File: src/rtl/core/assert_macros.svh
// Assertion macros shared by the time-weighted activity history RTL.
// Depends on nothing; the including module provides clk and rst_n.
`ifndef ASSERT_MACROS_SVH
`define ASSERT_MACROS_SVH

// Check a property on every rising clock edge, masked while reset is held.
`define ASSERT_CLK(label, prop, msg) \
    label: assert property (@(posedge clk) disable iff (!rst_n) (prop)) else $error(msg);

// Check that a condition holds on every rising clock edge, reset included.
`define ASSERT_ALWAYS(label, cond, msg) \
    label: assert property (@(posedge clk) (cond)) else $error(msg);

`endif

File: src/rtl/core/twah_pkg.sv
// Package for the time-weighted activity history: opcodes, sequencer states,
// the control struct of the serial arithmetic unit and fixed-point limits.
// Depends on nothing.
`default_nettype none

package twah_pkg;

    localparam logic [2:0] OP_SAMPLE  = 3'd0;
    localparam logic [2:0] OP_RECORD  = 3'd1;
    localparam logic [2:0] OP_RESTART = 3'd2;
    localparam logic [2:0] OP_CLEAR   = 3'd3;
    localparam logic [2:0] OP_READ    = 3'd4;

    localparam int MUL_STEPS = 32;
    localparam int DIV_STEPS = 64;

    localparam logic [63:0] SUM_MAX = 64'h7FFF_FFFF_FFFF_FFFF;
    localparam logic [63:0] SUM_MIN = 64'h8000_0000_0000_0000;
    localparam logic [15:0] AVG_MAX = 16'h7FFF;
    localparam logic [15:0] AVG_MIN = 16'h8000;

    typedef enum logic [3:0] {
        ST_IDLE,
        ST_EXEC,
        ST_MUL,
        ST_ACC,
        ST_DIV,
        ST_SAT,
        ST_HIST,
        ST_READ,
        ST_OUT
    } state_t;

    typedef struct packed {
        logic start;
        logic divide;
    } unit_req_t;

    typedef struct packed {
        logic busy;
        logic done;
    } unit_sts_t;

endpackage

`default_nettype wire

File: src/rtl/core/twah_serial_unit.sv
// Bit-serial arithmetic unit: shift-add multiply (16 x 32 bits, one bit a
// cycle) and restoring divide (64 by 32 bits, one quotient bit a cycle).
// Depends on twah_pkg.
`default_nettype none

module twah_serial_unit (
    input  wire logic                clk,
    input  wire logic                rst_n,
    input  wire twah_pkg::unit_req_t req,
    output twah_pkg::unit_sts_t      sts,
    input  wire logic signed [15:0]  mul_value,
    input  wire logic [31:0]         mul_dt,
    input  wire logic [63:0]         div_mag,
    input  wire logic [31:0]         div_span,
    output logic signed [47:0]       product,
    output logic [15:0]              quotient,
    output logic                     quotient_big
);
    import twah_pkg::*;

    localparam int STEP_W = $clog2(DIV_STEPS);

    logic              busy_reg;
    logic              done_reg;
    logic              div_mode_reg;
    logic [STEP_W-1:0] step_reg;

    logic [16:0] hi_reg;
    logic [31:0] lo_reg;
    logic [15:0] val_reg;

    logic [31:0] rem_reg;
    logic [63:0] dvd_reg;
    logic [31:0] span_reg;
    logic [15:0] quo_reg;
    logic        big_reg;

    logic        last_step;
    logic [17:0] mul_sum;
    logic [32:0] div_shift;
    logic [33:0] div_diff;
    logic        div_ok;

    assign last_step = div_mode_reg ? (step_reg == STEP_W'(DIV_STEPS - 1))
                                    : (step_reg == STEP_W'(MUL_STEPS - 1));

    always_comb
    begin
        if (lo_reg[0])
        begin
            mul_sum = {hi_reg[16], hi_reg} + {{2{val_reg[15]}}, val_reg};
        end
        else
        begin
            mul_sum = {hi_reg[16], hi_reg};
        end
    end

    assign div_shift = {rem_reg, dvd_reg[63]};
    assign div_diff  = {1'b0, div_shift} - {2'b00, span_reg};
    assign div_ok    = !div_diff[33];

    always_ff @(posedge clk or negedge rst_n)
    begin
        if (!rst_n)
        begin
            busy_reg     <= 1'b0;
            done_reg     <= 1'b0;
            div_mode_reg <= 1'b0;
            step_reg     <= '0;
        end
        else
        begin
            done_reg <= 1'b0;
            if (req.start)
            begin
                busy_reg     <= 1'b1;
                div_mode_reg <= req.divide;
                step_reg     <= '0;
            end
            else if (busy_reg)
            begin
                step_reg <= step_reg + 1'b1;
                if (last_step)
                begin
                    busy_reg <= 1'b0;
                    done_reg <= 1'b1;
                end
            end
        end
    end

    always_ff @(posedge clk)
    begin
        if (req.start)
        begin
            if (req.divide)
            begin
                dvd_reg  <= div_mag;
                rem_reg  <= '0;
                span_reg <= div_span;
                quo_reg  <= '0;
                big_reg  <= 1'b0;
            end
            else
            begin
                hi_reg  <= '0;
                lo_reg  <= mul_dt;
                val_reg <= mul_value;
            end
        end
        else if (busy_reg)
        begin
            if (div_mode_reg)
            begin
                rem_reg <= div_ok ? div_diff[31:0] : div_shift[31:0];
                dvd_reg <= {dvd_reg[62:0], 1'b0};
                quo_reg <= {quo_reg[14:0], div_ok};
                big_reg <= big_reg | quo_reg[15];
            end
            else
            begin
                hi_reg <= mul_sum[17:1];
                lo_reg <= {mul_sum[0], lo_reg[31:1]};
            end
        end
    end

    assign sts.busy     = busy_reg;
    assign sts.done     = done_reg;
    assign product      = {hi_reg[15:0], lo_reg};
    assign quotient     = quo_reg;
    assign quotient_big = big_reg;

endmodule

`default_nettype wire

File: src/rtl/core/time_weighted_activity_history.sv
// Time-weighted activity history. One word in, one word out, one at a time.
// States per word: sample EXEC, MUL (32-step serial multiply), ACC, OUT; record
// EXEC, DIV (64-step serial divide), SAT, HIST, OUT; record over a zero span
// EXEC, HIST, OUT; read EXEC, READ (registered store read), OUT; others EXEC, OUT.
// IDLE takes a new word only after OUT has passed on the last one, and OUT waits
// on a busy sink. Reset is asynchronous: sum, times and count go to zero, no sweep.
`default_nettype none

module time_weighted_activity_history #(
    parameter int HISTORY_DEPTH = 8
) (
    input  wire logic        clk,
    input  wire logic        rst_n,
    input  wire logic        s_tvalid,
    output logic             s_tready,
    // [15:0] sample_value, [47:16] time_ms, [50:48] entry_index, [55:51] zero
    input  wire logic [55:0] s_tdata,
    // [2:0] opcode
    input  wire logic [2:0]  s_tuser,
    output logic             m_tvalid,
    input  wire logic        m_tready,
    // [0] record_made, [16:1] average, [20:17] entry_count,
    // [21] history_full, [22] zero_interval, [23] zero
    output logic [23:0]      m_tdata
);
    import twah_pkg::*;

    // Entry count holds 0..DEPTH; pointers hold 0..DEPTH-1. Address sums stay
    // below twice the depth, so one compare and subtract wraps them.
    localparam int CNT_W = $clog2(HISTORY_DEPTH + 1);
    localparam int PTR_W = $clog2(HISTORY_DEPTH);
    localparam int AW    = ((PTR_W > 3) ? PTR_W : 3) + 1;
    localparam int CMP_W = (CNT_W > 3) ? CNT_W : 3;

    state_t state_reg;
    state_t state_next;

    // Accepted word
    logic [2:0]  op_reg;
    logic [15:0] value_reg;
    logic [31:0] time_reg;
    logic [2:0]  idx_reg;

    // Accumulation state
    logic [63:0] sum_reg;
    logic [31:0] start_reg;
    logic [31:0] last_reg;
    logic [PTR_W-1:0] head_reg;
    logic [CNT_W-1:0] count_reg;

    // Result under construction
    logic        res_made_reg;
    logic        res_zero_reg;
    logic [15:0] res_avg_reg;
    logic        sum_neg_reg;
    logic        rd_hit_reg;

    logic        m_tvalid_reg;
    logic [23:0] m_tdata_reg;

    // History store, circular from head_reg
    logic [15:0]      hist_mem [HISTORY_DEPTH];
    logic [15:0]      mem_rdata_reg;
    logic             mem_we;
    logic             mem_re;
    logic [PTR_W-1:0] mem_waddr;
    logic [PTR_W-1:0] mem_raddr;

    unit_req_t          unit_req;
    unit_sts_t          unit_sts;
    logic signed [47:0] product;
    logic [15:0]        quotient;
    logic               quotient_big;

    logic        in_accept;
    logic        out_free;
    logic        full;
    logic [31:0] dt;
    logic [31:0] span;
    logic [63:0] sum_mag;
    logic [63:0] prod_ext;
    logic [63:0] sum_add;
    logic        sum_ovf;
    logic [63:0] sum_sat;
    logic        q_sat;
    logic [15:0] avg_sat;
    logic        rd_hit;
    logic [AW-1:0] raddr_sum;
    logic [AW-1:0] waddr_sum;
    logic [CNT_W+3:0] count_ext;

    assign in_accept = s_tvalid && s_tready;
    assign out_free  = !m_tvalid_reg || m_tready;
    assign full      = (count_reg == CNT_W'(HISTORY_DEPTH));

    assign dt   = time_reg - last_reg;
    assign span = last_reg - start_reg;
    assign sum_mag = sum_reg[63] ? (64'd0 - sum_reg) : sum_reg;

    // Saturating accumulate of the finished product
    assign prod_ext = {{16{product[47]}}, product};
    assign sum_add  = sum_reg + prod_ext;
    assign sum_ovf  = (sum_reg[63] == prod_ext[63]) && (sum_add[63] != sum_reg[63]);
    assign sum_sat  = sum_ovf ? (sum_reg[63] ? SUM_MIN : SUM_MAX) : sum_add;

    // Clamp the magnitude quotient to Q1.15 and restore the sign
    assign q_sat = quotient_big || quotient[15];
    always_comb
    begin
        if (sum_neg_reg)
        begin
            avg_sat = q_sat ? AVG_MIN : (16'd0 - quotient);
        end
        else
        begin
            avg_sat = q_sat ? AVG_MAX : quotient;
        end
    end

    // Oldest entry sits at head_reg; wrap logical index to a store address
    assign rd_hit    = (CMP_W'(idx_reg) < CMP_W'(count_reg));
    assign raddr_sum = (AW'(head_reg) + AW'(idx_reg) >= AW'(HISTORY_DEPTH))
                       ? (AW'(head_reg) + AW'(idx_reg) - AW'(HISTORY_DEPTH))
                       : (AW'(head_reg) + AW'(idx_reg));
    assign waddr_sum = (AW'(head_reg) + AW'(count_reg) >= AW'(HISTORY_DEPTH))
                       ? (AW'(head_reg) + AW'(count_reg) - AW'(HISTORY_DEPTH))
                       : (AW'(head_reg) + AW'(count_reg));
    // When full the new entry overwrites the oldest, which is head_reg itself
    assign mem_waddr = full ? head_reg : waddr_sum[PTR_W-1:0];
    assign mem_raddr = raddr_sum[PTR_W-1:0];

    assign count_ext = {4'b0000, count_reg};

    always_ff @(posedge clk or negedge rst_n)
    begin
        if (!rst_n)
        begin
            state_reg <= ST_IDLE;
        end
        else
        begin
            state_reg <= state_next;
        end
    end

    always_comb
    begin
        state_next      = state_reg;
        s_tready        = 1'b0;
        unit_req.start  = 1'b0;
        unit_req.divide = 1'b0;
        mem_we          = 1'b0;
        mem_re          = 1'b0;
        unique case (state_reg)
            ST_IDLE:
            begin
                s_tready = 1'b1;
                if (s_tvalid)
                begin
                    state_next = ST_EXEC;
                end
            end
            ST_EXEC:
            begin
                unique case (op_reg)
                    OP_SAMPLE:
                    begin
                        unit_req.start = 1'b1;
                        state_next     = ST_MUL;
                    end
                    OP_RECORD:
                    begin
                        if (span == 32'd0)
                        begin
                            state_next = ST_HIST;
                        end
                        else
                        begin
                            unit_req.start  = 1'b1;
                            unit_req.divide = 1'b1;
                            state_next      = ST_DIV;
                        end
                    end
                    OP_READ:
                    begin
                        mem_re     = rd_hit;
                        state_next = ST_READ;
                    end
                    default:
                    begin
                        state_next = ST_OUT;
                    end
                endcase
            end
            ST_MUL:
            begin
                if (unit_sts.done)
                begin
                    state_next = ST_ACC;
                end
            end
            ST_ACC:
            begin
                state_next = ST_OUT;
            end
            ST_DIV:
            begin
                if (unit_sts.done)
                begin
                    state_next = ST_SAT;
                end
            end
            ST_SAT:
            begin
                state_next = ST_HIST;
            end
            ST_HIST:
            begin
                mem_we     = 1'b1;
                state_next = ST_OUT;
            end
            ST_READ:
            begin
                state_next = ST_OUT;
            end
            ST_OUT:
            begin
                if (out_free)
                begin
                    state_next = ST_IDLE;
                end
            end
            default:
            begin
                state_next = ST_IDLE;
            end
        endcase
    end

    // Latch the accepted word and build the result fields
    always_ff @(posedge clk)
    begin
        if (in_accept)
        begin
            op_reg       <= s_tuser;
            value_reg    <= s_tdata[15:0];
            time_reg     <= s_tdata[47:16];
            idx_reg      <= s_tdata[50:48];
            res_made_reg <= 1'b0;
            res_zero_reg <= 1'b0;
            res_avg_reg  <= '0;
        end
        if (state_reg == ST_EXEC)
        begin
            sum_neg_reg <= sum_reg[63];
            rd_hit_reg  <= rd_hit;
            if (op_reg == OP_RECORD)
            begin
                res_made_reg <= 1'b1;
                res_zero_reg <= (span == 32'd0);
            end
        end
        if (state_reg == ST_SAT)
        begin
            res_avg_reg <= avg_sat;
        end
        if (state_reg == ST_READ)
        begin
            res_avg_reg <= rd_hit_reg ? mem_rdata_reg : 16'd0;
        end
    end

    // Accumulation and history bookkeeping
    always_ff @(posedge clk or negedge rst_n)
    begin
        if (!rst_n)
        begin
            sum_reg   <= '0;
            start_reg <= '0;
            last_reg  <= '0;
            head_reg  <= '0;
            count_reg <= '0;
        end
        else
        begin
            if (state_reg == ST_EXEC)
            begin
                if (op_reg == OP_RESTART)
                begin
                    sum_reg   <= '0;
                    start_reg <= time_reg;
                    last_reg  <= time_reg;
                end
                else if (op_reg == OP_CLEAR)
                begin
                    head_reg  <= '0;
                    count_reg <= '0;
                end
            end
            if (state_reg == ST_ACC)
            begin
                sum_reg  <= sum_sat;
                last_reg <= time_reg;
            end
            if (state_reg == ST_HIST)
            begin
                sum_reg   <= '0;
                start_reg <= last_reg;
                if (full)
                begin
                    // drop the oldest entry
                    head_reg <= (head_reg == PTR_W'(HISTORY_DEPTH - 1)) ? '0
                                : head_reg + 1'b1;
                end
                else
                begin
                    count_reg <= count_reg + 1'b1;
                end
            end
        end
    end

    always_ff @(posedge clk)
    begin
        if (mem_we)
        begin
            hist_mem[mem_waddr] <= res_avg_reg;
        end
    end

    always_ff @(posedge clk)
    begin
        if (mem_re)
        begin
            mem_rdata_reg <= hist_mem[mem_raddr];
        end
    end

    // Output register: hold the word until the sink takes it
    always_ff @(posedge clk or negedge rst_n)
    begin
        if (!rst_n)
        begin
            m_tvalid_reg <= 1'b0;
        end
        else if (state_reg == ST_OUT && out_free)
        begin
            m_tvalid_reg <= 1'b1;
        end
        else if (m_tready)
        begin
            m_tvalid_reg <= 1'b0;
        end
    end

    always_ff @(posedge clk)
    begin
        if (state_reg == ST_OUT && out_free)
        begin
            m_tdata_reg <= {1'b0, res_zero_reg, full, count_ext[3:0],
                            res_avg_reg, res_made_reg};
        end
    end

    assign m_tvalid = m_tvalid_reg;
    assign m_tdata  = m_tdata_reg;

    twah_serial_unit u_serial (
        .clk          (clk),
        .rst_n        (rst_n),
        .req          (unit_req),
        .sts          (unit_sts),
        .mul_value    (value_reg),
        .mul_dt       (dt),
        .div_mag      (sum_mag),
        .div_span     (span),
        .product      (product),
        .quotient     (quotient),
        .quotient_big (quotient_big)
    );

`include "assert_macros.svh"

    `ASSERT_ALWAYS(a_count_bound, (!rst_n || count_reg <= CNT_W'(HISTORY_DEPTH)), "entry count above depth")
    `ASSERT_CLK(a_unit_waited, ((state_reg == ST_MUL || state_reg == ST_DIV) |-> (unit_sts.busy || unit_sts.done)), "sequencer waits on idle unit")
    `ASSERT_CLK(a_done_expected, (unit_sts.done |-> (state_reg == ST_MUL || state_reg == ST_DIV)), "unit finished outside a wait state")
    `ASSERT_CLK(a_record_grows, ((state_reg == ST_HIST && !full) |=> (count_reg == $past(count_reg) + 1'b1)), "record did not grow history")

endmodule

`default_nettype wire
File: config.mk
export PLATFORM = sky130hd
export DESIGN_NAME = time_weighted_activity_history
export DESIGN_NICKNAME = d
export VERILOG_FILES = /design/src/rtl/core/twah_pkg.sv /design/src/rtl/core/twah_serial_unit.sv /design/src/rtl/core/time_weighted_activity_history.sv
export VERILOG_INCLUDE_DIRS = /design/src /design/src/rtl/core
export SDC_FILE = /design/constraint.sdc
export NUM_CORES = 1
export LEC_CHECK = 0
export BUFFER_PORTS_ARGS = -buffer_cell sky130_fd_sc_hd__buf_2
export CORE_MARGIN = 2
export CORE_UTILIZATION = 57
export DETAILED_ROUTE_END_ITERATION = 7
export GPL_TIMING_DRIVEN = 0
export PLACE_DENSITY_LB_ADDON = 0.08
export SYNTH_ARGS = -nofsm -noshare
export SYNTH_HDL_FRONTEND = slang
export SYNTH_SLANG_ARGS = --single-unit
File: constraint.sdc
create_clock -name clk -period 6 [get_ports clk]
set_input_delay 0.3 -clock clk [delete_from_list [all_inputs] [get_ports clk]]
set_output_delay 0.3 -clock clk [all_outputs]
set_load 0.05 [all_outputs]
==> impl_metrics.env, run 1 <==
export IMPL_crit_path_max_incr_delay_ns=0.70
export IMPL_synthTopCellsByArea="edfxtp_1 (39%), dfrtp_1 (11%), ha_1 (6.7%)"
export IMPL_grt_first_pass_wirelength_um=142000
export IMPL_fin_area_um2=38900
export IMPL_cts_setup_buffers=0
export IMPL_worst_ep_arrival_time_ns=6.01
export IMPL_syn_to_final_growth_pct=13.0
export IMPL_clock_sinks=600
export IMPL_min_delay_start="m_tready"
export IMPL_grt_overflow_total=0
export IMPL_slowest_stage="o21ba_2"
export IMPL_ys_warn_count=0
export IMPL_cp_cell_sequence="inv_1, ha_1, fa_1, nand2b_1, a21oi_1, o211ai_1, a21bo_2, a211o_1, or4b_1, nor4_1, nand4b_1, or4_4, nand2b_2, nand2_1, o21ba_2, buf_12"
export IMPL_cts_tree="done"
export IMPL_r2r_start="last_reg[0]"
export IMPL_synth_main_ff_cell="edfxtp_1"
export IMPL_synth_top_area_cell="edfxtp_1"
export IMPL_syn_area_um2=34400
export IMPL_clk_pin_slew_ns=0.06
export IMPL_pwr_density_cell_nw_per_um2=618
export IMPL_synth_adder_area_share=0.0713
export IMPL_yosysMostFrequentCell="edfxtp_1"
export IMPL_nNetsFinal=3671
export IMPL_hold_end="m_tvalid"
export IMPL_relSlewSlack=0.182
export IMPL_p_leak_nw=15.4
export IMPL_final_cell_count_no_fill=4251
export IMPL_ys_types=86
export IMPL_antenna_found_initial=2
export IMPL_clockRootBuffer="clkbuf_16"
export IMPL_ys_top_cells_by_count="edfxtp_1 (449), nand2_1 (367), o21ai_0 (236)"
export IMPL_die_h_um=250
export IMPL_postPlaceCellArea_um2=36100
export IMPL_ios=89
export IMPL_ff2ff_setup_slack_ns=0.30
export IMPL_synth_edf_count=449
export IMPL_holdPathStages=3
export IMPL_crit_path_start_kind="flip-flop"
export IMPL_rsz0062_at_grt="no"
export IMPL_syn_num_nets=3454
export IMPL_tightest_slew_ns=1.22
export IMPL_vias=25700
export IMPL_path_class="flip-flop to flip-flop"
export IMPL_ant_nets=0
export IMPL_rows=90
export IMPL_port_buffers=82
export IMPL_yosysSeqAreaShare=0.501
export IMPL_synth_seq_cells=600
export IMPL_fp_dieW_um=250
export IMPL_largest_reg_flops=128
export IMPL_grt_pass1_vias=25400
export IMPL_drive_above_1_share=0.0888
export IMPL_p_total_mw=24.0
export IMPL_drt_first_pass_iters=6
export IMPL_syn_inst=3199
export IMPL_setup_viol=0
export IMPL_drv_slew=0
export IMPL_status="complete, no violations"
export IMPL_finalSetupTns_ns=0
export IMPL_start_util=0.574
export IMPL_dp_hpwl_um=65500
export IMPL_final_min_clock_period_ns=5.70
export IMPL_synthSimpleGateAreaFrac=0.119
export IMPL_worstPathRequired_ns=6.32
export IMPL_numCtsBuffers=66
export IMPL_worstSkewPairLatency_ns=0.63
export IMPL_drc=0
export IMPL_final_core_util=0.648
export IMPL_synth_mux_area_fraction=0.0770
export IMPL_max_freq_mhz=176
export IMPL_core_area_um2=60000
export IMPL_peakVddDrop_mv=0.434
export IMPL_grt_max_degree=79
export IMPL_cp_max_fo=32
export IMPL_hp_class="input pin to flip-flop"
export IMPL_routed_via_density=6.04
export IMPL_wl_um=90000
export IMPL_grt_usage=0.291
export IMPL_hold_violations=0
export IMPL_synth_area_per_cell_um2=10.8
export IMPL_cp_startpoint="last_reg[0]"
export IMPL_worst_path_buf_inv=2
export IMPL_synth_top_area_frac=0.392
export IMPL_place_congestion=0.936
export IMPL_r2r_end="u_serial.lo_reg[18]"
export IMPL_maxCapViolations=0
export IMPL_synth_top_family_by_area="compound AO/OA/AOI/OAI gates"
export IMPL_drtIter0Drc=2171
export IMPL_fin_crit_sh=0.949
export IMPL_htree_levels=3
export IMPL_synth_compound_area_frac=0.142
export IMPL_num_antenna_cells=0
export IMPL_finClkSkew_ns=0.0368
export IMPL_placedCellCount=4075
export IMPL_end_kind="flip-flop"
export IMPL_worst_r2r_path_depth=16
export IMPL_routedWlPerCell_um=21.2
export IMPL_synth_xor_area_frac=0.0575
export IMPL_cp_top_family="simple AND/OR/NAND/NOR gates"
export IMPL_clock_path_buffers=3
export IMPL_die_area_um2=62400
export IMPL_async_reset_ff_frac=0.248
## tightest hold or removal path, delay by kind of cell
family | cells | cell delay [ns]
buf+inv | 1 | 0.07
simple gates | 2 | 0.27
## final cells by class
type / count / area, um^2
clock inverters: 37 / 434
repair buffers: 149 / 1170
fillers: 4726 / 21100
multi-input cells: 2308 / 16200
clock buffers: 84 / 1790
plain buffers: 130 / 502
flip-flops and latches: 600 / 17300
inverters: 161 / 604
well taps: 782 / 978
## routing by layer
layer  global-route usage  part of all wire  wire length [um]
met1                0.405              0.44             39800
met2                0.465              0.46             41200
met5                    0          0.000078                 7
met4               0.0769             0.023              2080
met3               0.0642             0.076              6880
## metrics by stage
step | hold WS [ns] | setup slack [ns]
global route | 0.0484 | 0.0318
global placement | 0.401 | -2.61
detailed placement | 0.294 | -1.45
finish | 0.0682 | 0.304
floorplan | 0.00441 | 0.682
CTS | 0.0330 | 0.0313
## power by group
group	total (mW)	switching [mW]	internal, mW
sequential	7.56	1.15	6.41
combinational	12.3	7.54	4.81
clock	4.13	1.79	2.34
total	24.0	10.5	13.6
## cells in the final DEF (no fill, tap or decap), types with 15 or more instances in the layout
master	count
or4_1	17
or3_1	18
o31ai_1	29
xnor2_1	162
xor2_1	64
mux2i_1	69
a21oi_1	212
a211oi_1	19
o21a_1	31
mux4_2	32
a21o_1	74
nor2b_1	24
nand3_1	45
nor3_1	47
o21ai_0	236
o21bai_1	22
nand2_1	366
mux2_1	79
nand4_1	22
o211ai_1	15
dlygate4sd3_1	55
inv_1	158
mux2_2	31
clkbuf_16	68
o21ai_1	31
clkbuf_1	129
nor4_1	20
buf_2	83
dfrtp_1	149
nand2b_1	26
and3_1	28
a31oi_1	17
edfxtp_1	449
nor2_1	198
ha_1	185
## how the worst max path moves through the flow
| stage | slack (ns) | to | depth (start not counted) |
|---|---|---|---|
| floorplan | 0.68 | u_serial.dvd_reg[0] | 16 |
| global placement | -2.61 | u_serial.rem_reg[10] | 16 |
| detailed placement | -1.45 | u_serial.dvd_reg[26] | 17 |
| CTS | 0.03 | u_serial.dvd_reg[27] | 18 |
| global route | 0.03 | u_serial.lo_reg[29] | 16 |
| finish | 0.30 | u_serial.lo_reg[18] | 16 |
## kinds of logic after synthesis
| family | count (synthesis) |
|---|---|
| DFF | 600 |
| AOI/OAI and AO/OA | 794 |
| xor gates and xnor gates | 226 |
| other | 1 |
| buffers and inverters | 293 |
| adders and majority gates | 192 |
| muxes | 211 |
| and+or+nand+nor | 882 |
## timing repair
action,in CTS,in global routing
setup endpoints to repair,275,261
resized for setup,13,5
endpoints found under the hold margin,125,0
hold buffers,55,0
gates cloned,2,0
No activity file was read; power rests on OpenSTA's default activity.
==> inputs of run 2 (changes only) <==
- RECOVER_POWER: default -> 50
==> run 2 against run 1 <==
The flow now finishes with violations (max-capacitance violations, max-slew violations). First-iteration DRC count shrank 0.83%. Die area unchanged. Total power is essentially flat. Design area down 0.30%. Combinational power about the same. Flip-flop and latch count unchanged. Worst hold slack got worse by 0.0031 ns. Fmax shrank 0.18%. Global-route usage did not move. Sequential power barely moved. Count of clock-buffer cells in the layout unchanged. Non-clock buffer count unchanged.
==> impl_metrics.env, run 2 (synthesis gave the netlist of run 1 again) <==
export IMPL_maxCapViolations=5
export IMPL_grt_first_pass_wirelength_um=142000
export IMPL_syn_to_final_growth_pct=12.7
export IMPL_end_kind="flip-flop"
export IMPL_grt_pass1_vias=25400
export IMPL_crit_path_max_incr_delay_ns=0.70
export IMPL_crit_path_start_kind="flip-flop"
export IMPL_antenna_found_initial=2
export IMPL_clock_path_buffers=3
export IMPL_slowest_stage="o21ba_2"
export IMPL_fp_dieW_um=250
export IMPL_routed_via_density=6.04
export IMPL_wl_um=90200
export IMPL_cp_cell_sequence="inv_1, ha_1, fa_1, nand2b_1, a21oi_1, o211ai_1, a21bo_2, a211o_1, or4b_1, nor4_1, nand4b_1, or4_4, nand2b_2, nand2_1, o21ba_2, buf_12"
export IMPL_n_fill_cell=4766
export IMPL_die_h_um=250
export IMPL_hp_class="input pin to flip-flop"
export IMPL_num_antenna_cells=0
export IMPL_port_buffers=82
export IMPL_drive_above_1_share=0.0724
export IMPL_drc=0
export IMPL_finalSetupTns_ns=0
export IMPL_start_util=0.574
export IMPL_path_class="flip-flop to flip-flop"
export IMPL_worstPathRequired_ns=6.31
export IMPL_postPlaceCellArea_um2=36100
export IMPL_drv_slew=147
export IMPL_final_cell_mix="edfxtp_1 (449), nand2_1 (366), o21ai_0 (239), a21oi_1 (212), nor2_1 (200)"
export IMPL_power_switching_mw=10.5
export IMPL_vias=25700
export IMPL_setup_viol=0
export IMPL_dp_hpwl_um=65500
export IMPL_clk_pin_slew_ns=0.07
export IMPL_cts_tree="done"
export IMPL_die_area_um2=62400
export IMPL_largest_reg_flops=128
export IMPL_cp_max_fo=32
export IMPL_clockRootBuffer="clkbuf_16"
export IMPL_hold_violations=0
export IMPL_nNetsFinal=3671
export IMPL_max_freq_mhz=175
export IMPL_core_area_um2=60000
export IMPL_violations="max-capacitance violations, max-slew violations"
export IMPL_numCtsBuffers=66
export IMPL_worst_ep_arrival_time_ns=6.02
export IMPL_htree_levels=3
export IMPL_tightest_slew_ns=4.23
export IMPL_pwr_density_cell_nw_per_um2=620
export IMPL_grt_usage=0.291
export IMPL_clock_sinks=600
export IMPL_drtIter0Drc=2153
export IMPL_final_min_clock_period_ns=5.71
export IMPL_hold_slack_ns=0.0651
export IMPL_drt_first_pass_iters=6
export IMPL_grtUsageMet2=0.465
export IMPL_grt_overflow_total=0
export IMPL_final_common_cell="edfxtp_1"
export IMPL_grt_use_met3=0.0642
export IMPL_ant_nets=0
export IMPL_ios=89
export IMPL_seq_power_share=0.315
export IMPL_fin_crit_sh=0.951
export IMPL_rsz0062_at_grt="no"
export IMPL_use_met1=0.405
export IMPL_routedWlPerCell_um=21.2
export IMPL_place_congestion=0.936
export IMPL_worstSkewPairLatency_ns=0.64
export IMPL_fin_area_um2=38800
export IMPL_p_leak_nw=15.3
export IMPL_relSlewSlack=-1.82
export IMPL_grt_busiest_layer="met2"
export IMPL_p_sw_frac=0.436
export IMPL_grt_max_degree=79
export IMPL_status="finished, violations left"
export IMPL_clkPwrFrac=0.172
export IMPL_peakVddDrop_mv=0.434
export IMPL_p_int_mw=13.5
export IMPL_finClkSkew_ns=0.0384
export IMPL_p_comb_frac=0.513
export IMPL_rows=90
[run 2: cell types whose count changed in the layout (fill, tap and decap cells not counted), sizes merged]
cell,previous run,this run
buf,108,55
clkbuf,200,253
[run 2: through the flow]
| step | utilization | power [mW] | std cells | worst slack (ns) |
|---|---|---|---|---|
| floorplan | - | 16.3 | 3199 | 0.682 |
| global placement | 0.597 | 19.3 | 4063 | -2.61 |
| detailed placement | 0.601 | 19.7 | 4075 | -1.45 |
| CTS | 0.648 | 24.0 | 4253 | 0.0313 |
| global route | 0.646 | 25.8 | 4251 | 0.0321 |
| finish | 0.646 | 24.0 | 4251 | 0.294 |
[run 2: metal layers]
layer / share of wire / vias to the layer above
li1: - / 12200
met1: 0.45 / 12500
met2: 0.46 / 812
met3: 0.072 / 141
met4: 0.024 / 2
met5: 0.000078 / -
[run 2: path summary, 6_finish.rpt]
| check | slack [ns] | depth (start not counted) | end | start |
|---|---|---|---|---|
| worst max-delay path | 0.29 | 16 | u_serial.lo_reg[18] | last_reg[0] |
| max in group asynchronous | 1.87 | 2 | last_reg[6] | rst_n |
| worst min register to register | 0.42 | 0 | u_serial.val_reg[15] | value_reg[15] |
| min in group asynchronous | 1.70 | 2 | sum_reg[23] | rst_n |
| worst max register to register | 0.29 | 16 | u_serial.lo_reg[18] | last_reg[0] |
| worst min-delay path | 0.07 | 4 | res_made_reg | s_tvalid |
[run 2: what timing repair did]
item                       CTS  global route
gates resized for setup     13             5
pin swaps                    0             0
hold endpoints to repair   125             0
gates cloned                 2             0
buffers inserted             0             0
hold buffers                55             0
setup endpoints to repair  275           261
[run 2: critical path, delay by kind of cell, from the launching register on]
family | cells | cell delay (ns)
simple gates | 7 | 2.18
compound gates | 5 | 1.81
fa+ha+maj | 2 | 0.63
flops | 1 | 0.38
buf+inv | 2 | 0.35
[run 2: area by class of cell]
class                           count  area (um^2)  area share
Sequential cell                   600        17300       0.445
Clock inverter                     37          434      0.0112
Inverter                          161          604      0.0156
Tap cell                          782          978      0.0252
Buffer                            130          502      0.0129
Timing Repair Buffer              149         1070      0.0277
Clock buffer                       84         1790      0.0462
Multi-Input combinational cell   2308        16200       0.416
[run 2: power groups by stage]
stage | combinational (mW) | sequential (mW) | clock (mW)
2_1_floorplan | 9.07 | 7.26 | 0
3_3_place_gp | 11.7 | 7.62 | 0
3_5_place_dp | 12.1 | 7.62 | 0
4_1_cts | 12.2 | 7.55 | 4.20
5_1_grt | 13.7 | 7.71 | 4.37
6_report | 12.3 | 7.58 | 4.14
==> inputs of run 3 (changes only) <==
- CELL_PAD_IN_SITES_DETAIL_PLACEMENT: default -> 0
- CELL_PAD_IN_SITES_GLOBAL_PLACEMENT: default -> 2
- CORE_UTILIZATION: 57 -> 39
==> run 3 against run 2 <==
The flow still finishes with violations (max-capacitance violations, max-slew violations). Fmax is 0.50% higher. Non-clock buffer count grew 7. Utilization decreased by 19 points. Critical path depth up 2. Combinational power hardly changed. Total power up 1.7%. Flip-flop and latch count unchanged. Worst hold slack worse by 0.038 ns. Count of clock-buffer cells in the layout up 10. Largest power group unchanged. Highest routed layer unchanged.
==> impl_metrics.env, run 3 (synthesis gave the netlist of run 1 again) <==
export IMPL_final_cell_count_no_fill=4642
export IMPL_fp_dieW_um=301
export IMPL_peakVddDrop_mv=0.479
export IMPL_cp_cell_sequence="inv_1, ha_1, fa_1, nand2b_1, a21oi_1, xor2_1, or4b_1, nor4_2, or4b_1, nor4_1, nand4b_1, or4_4, nand2b_4, nand2_2, clkbuf_8, buf_4, o21a_4, buf_16"
export IMPL_clockRootBuffer="clkbuf_16"
export IMPL_antenna_found_initial=3
export IMPL_num_antenna_cells=0
export IMPL_pwr_density_cell_nw_per_um2=618
export IMPL_cts_setup_buffers=0
export IMPL_placedCellCount=4452
export IMPL_wl_um=97200
export IMPL_syn_to_final_growth_pct=14.8
export IMPL_tightest_slew_ns=4.05
export IMPL_worstPathRequired_ns=6.33
export IMPL_numCtsBuffers=73
export IMPL_grt_overflow_total=0
export IMPL_rows=108
export IMPL_cp_max_fo=57
export IMPL_routedWlPerCell_um=20.9
export IMPL_place_congestion=0.853
export IMPL_ant_nets=0
export IMPL_hp_class="input pin to flip-flop"
export IMPL_drt_first_pass_iters=5
export IMPL_vias=25300
export IMPL_drv_slew=128
export IMPL_die_area_um2=90700
export IMPL_drive_above_1_share=0.0769
export IMPL_final_cell_mix="edfxtp_1 (449), nand2_1 (366), o21ai_0 (238), a21oi_1 (212), nor2_1 (198)"
export IMPL_pre_cts_slack_ns=-2.23
export IMPL_crit_path_max_incr_delay_ns=0.55
export IMPL_worst_r2r_path_depth=18
export IMPL_finClkSkew_ns=0.0321
export IMPL_final_min_clock_period_ns=5.68
export IMPL_ios=89
export IMPL_final_common_cell="edfxtp_1"
export IMPL_setup_ws_ns=0.322
export IMPL_rsz0062_at_grt="no"
export IMPL_grt_max_degree=83
export IMPL_relSlewSlack=-1.70
export IMPL_grt_pass1_vias=25400
export IMPL_ff2ff_setup_slack_ns=0.32
export IMPL_setup_viol=0
export IMPL_maxCapViolations=3
export IMPL_worst_ep_arrival_time_ns=6.01
export IMPL_drc=0
export IMPL_path_common_cell="or4b_1"
export IMPL_max_freq_mhz=176
export IMPL_status="finished, violations left"
export IMPL_nNetsFinal=3685
export IMPL_end_kind="flip-flop"
export IMPL_drtIter0Drc=1653
export IMPL_clock_path_buffers=3
export IMPL_start_util=0.395
export IMPL_core_area_um2=87200
export IMPL_worst_path_buf_inv=4
export IMPL_clock_sinks=600
export IMPL_worstSkewPairLatency_ns=0.65
export IMPL_fin_crit_sh=0.946
export IMPL_die_h_um=301
export IMPL_hold_end="res_made_reg"
export IMPL_r2r_end="u_serial.rem_reg[7]"
export IMPL_cts_tree="done"
export IMPL_cp_startpoint="last_reg[0]"
export IMPL_slowest_stage="or4b_1"
export IMPL_routed_via_density=5.45
export IMPL_path_class="flip-flop to flip-flop"
export IMPL_dp_hpwl_um=72000
export IMPL_r2r_start="last_reg[0]"
export IMPL_violations="max-capacitance violations, max-slew violations"
export IMPL_crit_path_start_kind="flip-flop"
export IMPL_port_buffers=82
export IMPL_htree_levels=3
export IMPL_largest_reg_flops=128
export IMPL_min_delay_start="s_tvalid"
export IMPL_grt_usage=0.213
export IMPL_grt_first_pass_wirelength_um=149000
export IMPL_clk_pin_slew_ns=0.06
export IMPL_holdPathStages=4
export IMPL_cp_top_family="simple AND/OR/NAND/NOR gates"
export IMPL_p_leak_nw=15.4
export IMPL_critical_path_depth=18
export IMPL_hold_slack_ns=0.0270
export IMPL_hold_violations=0
## run 3: cell type report
type | instances | area, um^2
repair buffers | 154 | 1100
clock inverters | 38 | 452
inverters | 161 | 604
flip-flops and latches | 600 | 17300
well taps | 1155 | 1450
clock buffers | 94 | 1980
fillers | 8222 | 47600
multi-input cells | 2308 | 16200
plain buffers | 132 | 515
## run 3: worst max-delay path by stage
stage	end	slack, ns
after global routing	u_serial.rem_reg[6]	0.01
final	u_serial.rem_reg[7]	0.32
after global placement	u_serial.rem_reg[13]	-3.36
after CTS	u_serial.rem_reg[8]	0.05
after detailed placement	u_serial.rem_reg[13]	-2.23
after floorplan	u_serial.dvd_reg[0]	0.68
## run 3: per-stage QoR
stage          setup TNS (ns)   util  power [mW]  instance area [um^2]
2_1_floorplan               0      -        16.3                 34400
3_3_place_gp          -628.18  0.416        19.8                 36300
3_5_place_dp          -409.08  0.420        19.9                 36600
4_1_cts                     0  0.455        24.6                 39700
5_1_grt                     0  0.453        26.3                 39500
6_report                    0  0.453        24.4                 39500
## run 3: layer usage
layer | vias to the layer above | wire (um) | GRT usage
li1 | 12200 | - | -
met1 | 12500 | 45700 | 0.294
met2 | 516 | 44900 | 0.348
met3 | 132 | 4200 | 0.0344
met4 | 2 | 2450 | 0.0610
met5 | - | 14 | 0
## run 3: tightest hold or removal path, stage by stage
cell	delay (ns)
buf_2	0.09
nand2_1	0.10
nand2_1	0.08
nand2_1	0.04
## run 3: repair_timing
item	4_1_cts	5_1_grt
hold buffers	56	0
endpoints found under the hold margin	123	0
setup endpoints to repair	287	172
gates resized for setup	15	2
gates cloned	2	0
## run 3: where the power goes
part           internal, mW  switching [mW]  leakage (nW)
clock network          2.62            1.86          1.18
registers              6.42            1.21          6.12
logic                  4.78            7.54          8.11
